$ cat src/sv/vtpp_pkg.sv
// Shared types, constants and helper functions of the test pattern pixel generator.
package vtpp_pkg;

    localparam int unsigned MAX_DIMENSION = 4096;
    localparam int unsigned REM_W         = 12;
    localparam int unsigned REM_STAGES    = 6;

    typedef enum logic [1:0] {
        CFG_WIDTH  = 2'd0,
        CFG_HEIGHT = 2'd1,
        CFG_THICK  = 2'd2
    } cfg_index_t;

    typedef struct packed {
        logic [7:0] r;
        logic [7:0] g;
        logic [7:0] b;
    } rgb_t;

    typedef struct packed {
        logic [7:0]  t;
        logic [12:0] w;
        logic [12:0] h;
        logic [11:0] cx;
        logic [11:0] cy;
        logic [11:0] rad;
        logic [10:0] grid;
    } geom_t;

    typedef struct packed {
        logic       border;
        logic       in_inner;
        logic       in_disk;
        logic [2:0] sel;
    } cls_t;

    localparam rgb_t COLOR_WHITE   = '{8'd255, 8'd255, 8'd255};
    localparam rgb_t COLOR_YELLOW  = '{8'd255, 8'd255, 8'd0};
    localparam rgb_t COLOR_CYAN    = '{8'd0,   8'd255, 8'd255};
    localparam rgb_t COLOR_GREEN   = '{8'd0,   8'd255, 8'd0};
    localparam rgb_t COLOR_MAGENTA = '{8'd255, 8'd0,   8'd255};
    localparam rgb_t COLOR_RED     = '{8'd255, 8'd0,   8'd0};
    localparam rgb_t COLOR_BLUE    = '{8'd0,   8'd0,   8'd255};
    localparam rgb_t COLOR_BLACK   = '{8'd0,   8'd0,   8'd0};
    localparam rgb_t COLOR_GREY    = '{8'd127, 8'd127, 8'd127};

    function automatic rgb_t stripe_color(input logic [2:0] sel);
        rgb_t c;
        case (sel)
            3'd0:    c = COLOR_WHITE;
            3'd1:    c = COLOR_YELLOW;
            3'd2:    c = COLOR_CYAN;
            3'd3:    c = COLOR_GREEN;
            3'd4:    c = COLOR_MAGENTA;
            3'd5:    c = COLOR_RED;
            3'd6:    c = COLOR_BLUE;
            default: c = COLOR_BLACK;
        endcase
        return c;
    endfunction

    // one restoring step: returns {quotient bit, new partial remainder}
    function automatic logic [16:0] div_step(input logic [15:0] n, input logic [12:0] d,
                                             input logic [1:0] sh);
        logic [15:0] sd;
        sd = {3'b000, d} << sh;
        if (n >= sd)
            return {1'b1, n - sd};
        else
            return {1'b0, n};
    endfunction

    function automatic logic [REM_W-1:0] rem_step(input logic [REM_W-1:0] r,
                                                  input logic [10:0] d,
                                                  input logic [3:0] sh);
        logic [23:0] sd;
        sd = {13'd0, d} << sh;
        if ({12'd0, r} >= sd)
            return r - sd[REM_W-1:0];
        else
            return r;
    endfunction

endpackage

$ cat src/sv/vtpp_cfg.sv
// Configuration registers and derived frame geometry.
module vtpp_cfg (
    input  logic                  clk,
    input  logic                  rst_n,
    input  logic                  cfg_valid,
    output logic                  cfg_ready,
    input  logic [1:0]            cfg_index,
    input  logic [12:0]           cfg_data,
    output vtpp_pkg::geom_t       geom
);

    logic [12:0] width_reg;
    logic [12:0] height_reg;
    logic [7:0]  thick_reg;
    logic [12:0] w_lim;
    logic [12:0] h_lim;
    logic [11:0] cx;
    logic [11:0] cy;
    logic [11:0] rad;

    assign cfg_ready = 1'b1;

    always_ff @(posedge clk or negedge rst_n)
    begin
        if (!rst_n)
        begin
            width_reg  <= 13'd640;
            height_reg <= 13'd480;
            thick_reg  <= 8'd4;
        end
        else if (cfg_valid)
        begin
            case (vtpp_pkg::cfg_index_t'(cfg_index))
                vtpp_pkg::CFG_WIDTH:  width_reg  <= cfg_data;
                vtpp_pkg::CFG_HEIGHT: height_reg <= cfg_data;
                vtpp_pkg::CFG_THICK:  thick_reg  <= cfg_data[7:0];
                default: ;
            endcase
        end
    end

    always_comb
    begin
        w_lim = (32'(width_reg) > vtpp_pkg::MAX_DIMENSION) ?
                13'(vtpp_pkg::MAX_DIMENSION) : width_reg;
        h_lim = (32'(height_reg) > vtpp_pkg::MAX_DIMENSION) ?
                13'(vtpp_pkg::MAX_DIMENSION) : height_reg;
        cx    = w_lim[12:1];
        cy    = h_lim[12:1];
        rad   = (cx > cy) ? cy : cx;
        geom.t    = thick_reg;
        geom.w    = w_lim;
        geom.h    = h_lim;
        geom.cx   = cx;
        geom.cy   = cy;
        geom.rad  = rad;
        geom.grid = rad[11:1];
    end

endmodule

$ cat src/sv/vtpp_rem.sv
// Pipelined restoring remainder unit, two steps per stage.
module vtpp_rem (
    input  logic                            clk,
    input  logic [vtpp_pkg::REM_STAGES-1:0] en,
    input  logic [vtpp_pkg::REM_W-1:0]      dividend,
    input  logic [10:0]                     divisor,
    output logic [vtpp_pkg::REM_W-1:0]      rem
);

    logic [vtpp_pkg::REM_W-1:0] rem_reg [vtpp_pkg::REM_STAGES];

    for (genvar k = 0; k < vtpp_pkg::REM_STAGES; k++)
    begin : g_stage
        localparam int unsigned SH_HI = vtpp_pkg::REM_W - 1 - 2 * k;
        logic [vtpp_pkg::REM_W-1:0] rem_in;
        logic [vtpp_pkg::REM_W-1:0] rem_next;

        if (k == 0)
        begin : g_first
            assign rem_in = dividend;
        end
        else
        begin : g_rest
            assign rem_in = rem_reg[k-1];
        end

        always_comb
        begin
            rem_next = vtpp_pkg::rem_step(
                vtpp_pkg::rem_step(rem_in, divisor, 4'(SH_HI)), divisor, 4'(SH_HI - 1));
        end

        always_ff @(posedge clk)
        begin
            if (en[k])
                rem_reg[k] <= rem_next;
        end
    end

    assign rem = rem_reg[vtpp_pkg::REM_STAGES-1];

endmodule

$ cat src/sv/video_test_pattern_pixel_top.sv
// Test pattern pixel generator: eight-stage pipeline from coordinate to RGB.
// Throughput: one beat per cycle while the output is not stalled.
// The depth is set by the 12-step grid remainder, two steps per stage.
// Stalls collapse bubbles stage by stage; input is taken while a result waits if a bubble lies ahead.
// Reset clears all valid bits and loads 640 x 480 with thickness 4.
module video_test_pattern_pixel_top (
    input  logic        clk,
    input  logic        rst_n,
    input  logic        in_valid,
    output logic        in_ready,
    input  logic [11:0] pixel_x,
    input  logic [11:0] pixel_y,
    output logic        out_valid,
    input  logic        out_ready,
    output logic [7:0]  red,
    output logic [7:0]  green,
    output logic [7:0]  blue,
    input  logic        cfg_valid,
    output logic        cfg_ready,
    input  logic [1:0]  cfg_index,
    input  logic [12:0] cfg_data
);

    localparam int unsigned NSTG = 8;

    vtpp_pkg::geom_t geom;
    logic [NSTG-1:0] v_reg;
    logic [NSTG-1:0] en;

    // stage 0
    logic               border0_reg;
    logic signed [13:0] dx0_reg;
    logic signed [13:0] dy0_reg;
    logic [11:0]        adx0_reg;
    logic [11:0]        ady0_reg;
    logic [15:0]        num0_reg;
    logic               border0_next;
    logic signed [13:0] dx0_next;
    logic signed [13:0] dy0_next;
    logic [11:0]        adx0_next;
    logic [11:0]        ady0_next;
    logic [15:0]        num0_next;
    logic               xlt;
    logic               ylt;
    logic [13:0]        ndx;
    logic [13:0]        ndy;
    logic [15:0]        nsum;

    // stage 1
    logic               border1_reg;
    logic [23:0]        dx2_reg;
    logic [23:0]        dy2_reg;
    logic [23:0]        rr_reg;
    logic [23:0]        ii_reg;
    logic [15:0]        n1_reg;
    logic               q2_reg;
    logic signed [13:0] inner;
    logic signed [27:0] pdx;
    logic signed [27:0] pdy;
    logic signed [27:0] pii;
    logic [16:0]        ds1;
    logic [12:0]        dvs;

    // stage 2
    logic               border2_reg;
    logic               in_inner2_reg;
    logic               in_disk2_reg;
    logic [15:0]        n2_reg;
    logic [1:0]         q21_reg;
    logic [24:0]        d2;
    logic [16:0]        ds2;
    logic [16:0]        ds3;

    // stages 3..6
    vtpp_pkg::cls_t     cls_reg [3:6];
    vtpp_pkg::cls_t     cls3_next;

    logic [11:0]        remx;
    logic [11:0]        remy;
    logic               grid_hit;
    vtpp_pkg::rgb_t     color_next;
    vtpp_pkg::rgb_t     color_reg;

    vtpp_cfg u_cfg (
        .clk       (clk),
        .rst_n     (rst_n),
        .cfg_valid (cfg_valid),
        .cfg_ready (cfg_ready),
        .cfg_index (cfg_index),
        .cfg_data  (cfg_data),
        .geom      (geom)
    );

    always_comb
    begin
        en[NSTG-1] = !v_reg[NSTG-1] || out_ready;
        for (int k = NSTG - 2; k >= 0; k--)
            en[k] = !v_reg[k] || en[k+1];
    end

    assign in_ready  = en[0];
    assign out_valid = v_reg[NSTG-1];

    always_ff @(posedge clk or negedge rst_n)
    begin
        if (!rst_n)
            v_reg <= '0;
        else
        begin
            if (en[0])
                v_reg[0] <= in_valid;
            for (int k = 1; k < NSTG; k++)
                if (en[k])
                    v_reg[k] <= v_reg[k-1];
        end
    end

    // stage 0: border test, signed and absolute offsets from center, stripe numerator
    always_comb
    begin
        border0_next = (pixel_x < {4'd0, geom.t}) || (pixel_y < {4'd0, geom.t}) ||
                       (({1'b0, pixel_x} + {5'd0, geom.t}) >= geom.w) ||
                       (({1'b0, pixel_y} + {5'd0, geom.t}) >= geom.h);
        xlt       = pixel_x < geom.cx;
        ylt       = pixel_y < geom.cy;
        dx0_next  = $signed({2'b00, pixel_x}) - $signed({2'b00, geom.cx}) +
                    $signed({13'd0, xlt});
        dy0_next  = $signed({2'b00, pixel_y}) - $signed({2'b00, geom.cy}) +
                    $signed({13'd0, ylt});
        ndx       = 14'(-dx0_next);
        ndy       = 14'(-dy0_next);
        adx0_next = dx0_next[13] ? ndx[11:0] : dx0_next[11:0];
        ady0_next = dy0_next[13] ? ndy[11:0] : dy0_next[11:0];
        nsum      = {{2{dx0_next[13]}}, dx0_next} + {4'd0, geom.rad} + {15'd0, !xlt};
        num0_next = {nsum[13:0], 2'b00};
    end

    always_ff @(posedge clk)
    begin
        if (en[0])
        begin
            border0_reg <= border0_next;
            dx0_reg     <= dx0_next;
            dy0_reg     <= dy0_next;
            adx0_reg    <= adx0_next;
            ady0_reg    <= ady0_next;
            num0_reg    <= num0_next;
        end
    end

    // stage 1: squares, first quotient bit
    always_comb
    begin
        inner = $signed({2'b00, geom.rad}) - $signed({5'd0, geom.t, 1'b0});
        pdx   = dx0_reg * dx0_reg;
        pdy   = dy0_reg * dy0_reg;
        pii   = inner * inner;
        dvs   = {1'b0, geom.rad} + 13'd1;
        ds1   = vtpp_pkg::div_step(num0_reg, dvs, 2'd2);
    end

    always_ff @(posedge clk)
    begin
        if (en[1])
        begin
            border1_reg <= border0_reg;
            dx2_reg     <= pdx[23:0];
            dy2_reg     <= pdy[23:0];
            rr_reg      <= geom.rad * geom.rad;
            ii_reg      <= pii[23:0];
            n1_reg      <= ds1[15:0];
            q2_reg      <= ds1[16];
        end
    end

    // stage 2: distance compares, second quotient bit
    always_comb
    begin
        d2  = {1'b0, dx2_reg} + {1'b0, dy2_reg};
        ds2 = vtpp_pkg::div_step(n1_reg, dvs, 2'd1);
    end

    always_ff @(posedge clk)
    begin
        if (en[2])
        begin
            border2_reg   <= border1_reg;
            in_inner2_reg <= d2 < {1'b0, ii_reg};
            in_disk2_reg  <= d2 < {1'b0, rr_reg};
            n2_reg        <= ds2[15:0];
            q21_reg       <= {q2_reg, ds2[16]};
        end
    end

    // stage 3: last quotient bit gives the stripe index
    always_comb
    begin
        ds3                = vtpp_pkg::div_step(n2_reg, dvs, 2'd0);
        cls3_next.border   = border2_reg;
        cls3_next.in_inner = in_inner2_reg;
        cls3_next.in_disk  = in_disk2_reg;
        cls3_next.sel      = {q21_reg, ds3[16]};
    end

    always_ff @(posedge clk)
    begin
        if (en[3])
            cls_reg[3] <= cls3_next;
        for (int k = 4; k <= 6; k++)
            if (en[k])
                cls_reg[k] <= cls_reg[k-1];
    end

    vtpp_rem u_rem_x (
        .clk      (clk),
        .en       (en[6:1]),
        .dividend (adx0_reg),
        .divisor  (geom.grid),
        .rem      (remx)
    );

    vtpp_rem u_rem_y (
        .clk      (clk),
        .en       (en[6:1]),
        .dividend (ady0_reg),
        .divisor  (geom.grid),
        .rem      (remy)
    );

    // stage 7: color select
    always_comb
    begin
        grid_hit = (geom.grid != 11'd0) &&
                   ((remx < {4'd0, geom.t}) || (remy < {4'd0, geom.t}));
        if (cls_reg[6].border)
            color_next = vtpp_pkg::COLOR_GREEN;
        else if (cls_reg[6].in_inner)
            color_next = vtpp_pkg::stripe_color(cls_reg[6].sel);
        else if (cls_reg[6].in_disk)
            color_next = cls_reg[6].sel[0] ? vtpp_pkg::COLOR_WHITE : vtpp_pkg::COLOR_GREY;
        else if (grid_hit)
            color_next = vtpp_pkg::COLOR_RED;
        else
            color_next = vtpp_pkg::COLOR_BLACK;
    end

    always_ff @(posedge clk)
    begin
        if (en[7])
            color_reg <= color_next;
    end

    assign red   = color_reg.r;
    assign green = color_reg.g;
    assign blue  = color_reg.b;

endmodule
$ cat config.mk
export PLATFORM = sky130hd
export DESIGN_NAME = video_test_pattern_pixel_top
export DESIGN_NICKNAME = d
export VERILOG_FILES = /design/src/sv/vtpp_pkg.sv /design/src/sv/vtpp_cfg.sv /design/src/sv/vtpp_rem.sv /design/src/sv/video_test_pattern_pixel_top.sv
export SDC_FILE = /design/constraint.sdc
export NUM_CORES = 2
export LEC_CHECK = 0
export BUFFER_PORTS_ARGS = -buffer_cell sky130_fd_sc_hd__buf_2
export CORE_ASPECT_RATIO = 1.4
export CORE_MARGIN = 10
export CORE_UTILIZATION = 60
export DETAILED_ROUTE_END_ITERATION = 10
export GPL_TIMING_DRIVEN = 0
export HOLD_SLACK_MARGIN = 0.03
export PLACE_DENSITY = 0.88
export SLEW_MARGIN = 20
export SYNTH_ARGS = -nofsm -noshare
export SYNTH_HDL_FRONTEND = slang
export SYNTH_SLANG_ARGS = --single-unit
$ cat constraint.sdc
create_clock -name clk -period 11.12 [get_ports clk]
set_input_delay 1.112 -clock clk [delete_from_list [all_inputs] [get_ports clk]]
set_output_delay 1.112 -clock clk [all_outputs]
set_load 0.01 [all_outputs]
=== Yosys cells after proc, flatten, opt, wreduce, memory -nomap -nowiden ===
Memory sizes are Yosys's and may differ from the RTL's.
Index checks and enable logic that the tools add are counted.

* $mul: 4
* Multiplexer cells: 49
* Add/sub/neg operators: 40
* Eq/ne operators: 8
* $lt $le $gt $ge: 40
* Reductions and logical operators: 28

{| class="wikitable"
|+ Operator list
! kind !! count
|-
| $mux 12 || 27
|-
| $sub 12x12->12 || 22
|-
| $pmux 24 s7 || 1
|-
| $mux 24 || 4
|-
| $mux 17 || 3
|-
| $lt 25x24->1 || 2
|-
| $lt 12x8->1 || 4
|-
| $mul 14x14->24 || 2
|-
| $ge 12x22->1 || 2
|-
| $ge 12x21->1 || 2
|-
| $ge 12x20->1 || 2
|-
| $ge 12x19->1 || 2
|-
| $ge 12x18->1 || 2
|-
| $ge 12x17->1 || 2
|-
| $ge 12x16->1 || 2
|-
| $ge 12x15->1 || 2
|-
| $add 13x2->14 || 2
|-
| $ge 12x14->1 || 2
|-
| $add 12x8->13 || 2
|-
| $ge 12x13->1 || 2
|-
| $ge 13x13->1 || 2
|-
| $gt 13x13->1 const B || 2
|-
| $mux 13 || 2
|-
| $sub 12x12->13 || 2
|-
| 32 further kinds || 72
|}

* Memories kept: 3
* Word-level logic and storage cells: 205
* Bits in registers: 268
* Output and inout port bits: 27
* Bits in writable memories: 168

{| class="wikitable"
|+ Memories
! memory !! words !! bits a word !! read ports !! clocked after Yosys merged registers in !! write ports !! RTL line !! text
|-
| u_rem_x.rem_reg || 6 || 12 || 6 || 0 || 6 || vtpp_rem.sv:10 || <nowiki>logic [vtpp_pkg::REM_W-1:0] rem_reg [vtpp_pkg::REM_STAGES];</nowiki>
|-
| u_rem_y.rem_reg || 6 || 12 || 6 || 0 || 6 || vtpp_rem.sv:10 ||
|-
| cls_reg || 4 || 6 || 4 || 0 || 4 || video_test_pattern_pixel_top.sv:75 || <nowiki>vtpp_pkg::cls_t cls_reg [3:6];</nowiki>
|}

=== Logic depth before layout (Yosys ltp) ===
* Depth in word-level cells: 10
* Depth in mapped cells: 47

=== Cells and area by module ===
A second synthesis with hierarchy kept.

* Cell total of the unflattened synthesis: 5086
* Area total of the unflattened synthesis: 51126.5 um2

{| class="wikitable"
|+ Modules (own cells, without submodules)
! module !! instances !! cells an instance !! seq. area each (um2) !! area an instance (um2)
|-
| video_test_pattern_pixel_top || 1 || 3672 || 6866.6 || 36389.9
|-
| vtpp_rem (u_rem_x) || 1 || 633 || 2162.1 || 6346.1
|-
| vtpp_rem (u_rem_y) || 1 || 588 || 2162.1 || 6214.7
|-
| vtpp_cfg || 1 || 193 || 859.6 || 2175.8
|}

=== Least setup slack after synthesis ===
No wires, ideal clock.

* Path type: reg2reg
* From: register u_cfg.height_reg[12]
* To: register ii_reg[23] (data pin)
* Slack: -471 ps
* Cell stages (with the launch flop): 45
* Arrival: 11324 ps
* Data required time: 10852 ps
* Buffers on the path: 2
* Cells stage by stage: dfrtp_1 -> inv_1 -> clkbuf_1 -> nand2_1 -> ha_1 -> nand4_1 -> a211o_1 -> a21oi_1 -> nor2_1 -> o21bai_2 -> inv_1 -> clkbuf_1 -> fa_1 -> nor2b_1 -> o21ai_0 -> nand2b_1 -> a21o_1 -> a21o_1 -> (+9 left out) -> inv_1 -> fa_1 -> inv_1 -> fa_1 -> fa_1 -> fa_1 -> inv_1 -> fa_1 -> inv_1 -> ha_1 -> a21oi_1 -> o21ai_0 -> a211oi_1 -> nor2_1 -> o41ai_1 -> o21ai_0 -> o41ai_1 -> xnor2_1

* Longest elaborated chain between the ends: 6

{| class="wikitable"
|+ RTL lines
! item !! RTL line !! text
|-
| start, declared || vtpp_cfg.sv:13 || <nowiki>logic [12:0] height_reg;</nowiki>
|-
| start signal, assigned || vtpp_cfg.sv:35 || <nowiki>vtpp_pkg::CFG_HEIGHT: height_reg <= cfg_data;</nowiki>
|-
| $gt 13x13->1 || vtpp_cfg.sv:46 || <nowiki>h_lim = (32'(height_reg) > vtpp_pkg::MAX_DIMENSION) ?</nowiki>
|-
| $mux 13 * || vtpp_cfg.sv:46 ||
|-
| $gt 12x12->1 || vtpp_cfg.sv:50 || <nowiki>rad = (cx > cy) ? cy : cx;</nowiki>
|-
| $mux 12 * || vtpp_cfg.sv:50 ||
|-
| $sub 12x9->13 * || video_test_pattern_pixel_top.sv:154 || <nowiki>inner = $signed({2'b00, geom.rad}) - $signed({5'd0, geom.t, 1'b0});</nowiki>
|-
| $mul 13x13->24 * || video_test_pattern_pixel_top.sv:157 || <nowiki>pii = inner * inner;</nowiki>
|-
| via pii[23] || video_test_pattern_pixel_top.sv:60 || <nowiki>logic signed [27:0] pii;</nowiki>
|-
| end signal, assigned || video_test_pattern_pixel_top.sv:170 || <nowiki>ii_reg <= pii[23:0];</nowiki>
|-
| end, declared || video_test_pattern_pixel_top.sv:54 || <nowiki>logic [23:0] ii_reg;</nowiki>
|}

Mark *: on every way through the listed nets, which the timed path passes. The rest lies on a longest branch.
A chain may end at the register's enable or synchronous reset.

=== Final worst setup path ===
* From: register u_cfg.height_reg[12]
* To: register ii_reg[22] (data pin)

The elaborated chain is that of the path after synthesis.

==> impl_summary.md <==
Finish
The top cell types in the final layout, fill and taps aside, are sky130_fd_sc_hd__inv_1 (778), sky130_fd_sc_hd__ha_1 (629), sky130_fd_sc_hd__fa_1 (533), sky130_fd_sc_hd__edfxtp_1 (364), sky130_fd_sc_hd__nor2_1 (342). The post-route netlist has 8.36% of its cells at a drive strength greater than 1. The register area is between 0.01 and 0.015 mm².

In the final layout, the multi-input gates occupy approximately 0.034 mm². Measured on the finished design, the core utilization comes to between 60% and 70%. The library cell used most frequently in the layout, excluding fill and tap cells, is sky130_fd_sc_hd__inv_1.

The final layout net count is 6248. The synthesis-to-finish area growth is 7.85%. The number of fill cells in the layout is a little under 6000.

The post-route cell area is 0.0531 mm².

Route
The routed wire length on met2 is 63200 µm. After detailed routing, the average wire length per cell comes to roughly 21 µm. The total iterations of the first detailed-routing run is 6. The detail route stage leaves a number of antenna-violating nets equal to 0.

The number of vias per cell after detailed routing is 6.03. The routed metal-1 wirelength is roughly 44000 µm. Detailed routing placed a total of approximately 10000 µm of wire on met3. In the routed design, unresolved DRC markers number 0. The via count of the routed design is between 30000 and 40000. The routed design has approximately 130000 µm of wire. The initial DRC count is approximately 3000. The highest layer used for signal routing is met5.

Global routing
The via count of the first global-routing pass is roughly 40000. The global-route wire length before repair is just over 200000 µm. For this run the aggregate overflow at the end of global routing stands at 0.

The initial antenna violation count is 8. The total routing usage reported by global routing is 27.4%. Entering global routing, the biggest net connects slightly below 60 pins.

Setup path
The largest fanout on the critical path is 11. The slowest stage cell on the critical path is sky130_fd_sc_hd__clkinv_1. On the worst path, the slowest cell contributes a delay of approximately 0.56 ns. The cell repeated most along the worst path is sky130_fd_sc_hd__ha_1. The required time reported for the critical path endpoint is 11.45 ns. The critical path start-end classification is register to register. STA classifies the critical path startpoint as a register. The endpoint arrival time on the critical path is between 10 and 15 ns. The worst setup path is captured at a register.

Yosys
Summed over its instances, the top area cell type makes up between 20 and 25% of the synthesized netlist area. The number of warning messages in the yosys log is 0. The async set or reset register ratio after synthesis is 10.3%. Synthesis inferred a little over 400 register bits.

The number of unique standard cell types used by synthesis is 90. The synthesized area divided by synthesized cell count is 10.1 µm². The cell area after synthesis is 0.0492 mm². The top cell type by total area after synthesis is sky130_fd_sc_hd__edfxtp_1. In the post-synthesis netlist, the biggest area contributors are sky130_fd_sc_hd__edfxtp_1 (22%), sky130_fd_sc_hd__fa_1 (22%), sky130_fd_sc_hd__ha_1 (16%). Synthesis produced a netlist whose cell count is ~5000. The count of flip-flops with a built-in enable after synthesis is 364. The sequential-to-total area share from yosys stat is 24.3%. Among all flip-flop cells after synthesis, the most frequent one is sky130_fd_sc_hd__edfxtp_1.

Place
The number of buffers added on ports is slightly below 70. The final HPWL from detailed placement is between 100000 and 150000 µm. The placed instance area is approximately 0.051 mm². At the end of routability-driven placement, the weighted congestion stood at about 0.95.

Floorplanning
The effective utilization at floorplan is roughly 60%. The full die area is about 0.094 mm². 71 I/O pins were placed. The number of cell rows is 124. The die extent in x is roughly 260 µm. From bottom edge to top edge, the die measures around 360 µm. The floorplan core area is 0.0816 mm².

STA
The final number of hold-violating endpoints was 0. The clock period minus worst slack is 10.85 ns. In this run the tightest slew margin relative to its limit is around 13%. The final critical path takes up 97.5% of the cycle. The transition time at the pin with the least slew margin is about 1.3 ns. Setup violations remaining at the end of the flow were counted as 0. The max-slew violation total from the final report is 0. Based on the critical path, the design can be clocked at up to 92.2 MHz. Clock skew on the completed layout was measured at roughly 0.03 ns.

Clock network
TritonCTS built the clock tree. For this design, the CTS-stage hold fixing added 0 buffers. The total clock sinks is around 410. The number of buffers inserted during clock tree synthesis is 45. The clock-pin slew on the worst setup and hold paths is about 0.060 ns.

The clock root buffer master is sky130_fd_sc_hd__clkbuf_16. The number of buffers between clock root and the deepest sink is 3. The clock latency at the later pin of the worst-skew pair is approximately 0.63 ns. The depth of the CTS H-tree is 2.

Run status
The flow ran to the end, and the final reports show no timing, DRC or antenna violations.

Min path
The worst hold path belongs to the class register to register.

Flow run
The number of maximum-capacitance constraint violations is 0.
[per-layer routing]
metal / GRT usage (%) / up-vias
li1: - / 16700
met1: 29.3 / 18100
met2: 46.7 / 1679
met3: 6.04 / 617
met4: 19.7 / 4
met5: 0 / -
[cell families after synthesis]
family	share of synthesized area, %
AOI/OAI and AO/OA	10.1
xor gates and xnor gates	6.14
adders and majority gates	37.7
buffers and inverters	6.95
DFF	24.3
muxes	3.21
other	0.0153
and+or+nand+nor	11.4
[path summary, 6_finish.rpt]
check,slack (ns),cells past startpoint,start,endpoint
hold / removal,0.42,0,cls_reg[0][19]$_DFFE_PP_,cls_reg[0][25]$_DFFE_PP_
setup / recovery,0.27,42,u_cfg.height_reg[12]$_DFFE_PN0P_,ii_reg[22]$_DFFE_PP_
min in group asynchronous,0.49,1,rst_n,v_reg[7]$_DFFE_PN0P_
max in group asynchronous,10.10,1,rst_n,u_cfg.width_reg[12]$_DFFE_PN0P_
setup reg to reg,0.27,42,u_cfg.height_reg[12]$_DFFE_PN0P_,ii_reg[22]$_DFFE_PP_
hold reg to reg,0.42,0,cls_reg[0][19]$_DFFE_PP_,cls_reg[0][25]$_DFFE_PP_
[metrics by stage]
step / TNS (ns) / setup slack (ns) / instances / hold WS (ns)
2_1_floorplan: 0 / 0.223 / 4903 / 0.400
3_3_place_gp: -32.72 / -2.76 / 6043 / 0.400
3_5_place_dp: -12.05 / -1.74 / 6049 / 0.405
4_1_cts: 0 / 0.00563 / 6135 / 0.421
5_1_grt: -0.164 / -0.0866 / 6143 / 0.426
6_report: 0 / 0.275 / 6148 / 0.418
[synthesized netlist by cell type (109+ instances only)]
master and number:
sky130_fd_sc_hd__a21o_1 116, sky130_fd_sc_hd__a21oi_1 227, sky130_fd_sc_hd__and2_1 109, sky130_fd_sc_hd__edfxtp_1 364, sky130_fd_sc_hd__fa_1 534, sky130_fd_sc_hd__ha_1 631, sky130_fd_sc_hd__inv_1 783, sky130_fd_sc_hd__mux2_2 117
sky130_fd_sc_hd__nand2_1 280, sky130_fd_sc_hd__nor2_1 344, sky130_fd_sc_hd__o21ai_0 175, sky130_fd_sc_hd__xnor2_1 234
[timing repair]
action                                  in CTS  in global routing
pin swaps                                    2                  6
gates resized for setup                     34                 26
buffers inserted                             6                  7
gates cloned                                 1                  1
endpoints found under the setup margin      13                  8
[worst max-delay path: cells and delay by family (launching register included)]
family                   cells  cell delay, ns
AO/OA/AOI/OAI               16            3.47
adder cells (fa/ha/maj)      9            3.40
buffers and inverters       11            2.20
AND/OR/NAND/NOR              5            0.82
flip-flops                   1            0.43
XOR/XNOR                     1            0.18
[area by class of cell]
type                    count  area share (%)
flip-flops and latches    406            22.6
diodes                      5          0.0236
inverters                 794            5.65
multi-input cells        3612            64.3
clock inverters            26           0.537
repair buffers             90            1.17
clock buffers              54            2.28
well taps                1071            2.52
plain buffers              90           0.905
Power is left out: the tool's default activity adds up to more than one toggle a clock period on the data nets, which glitch-free logic cannot reach.
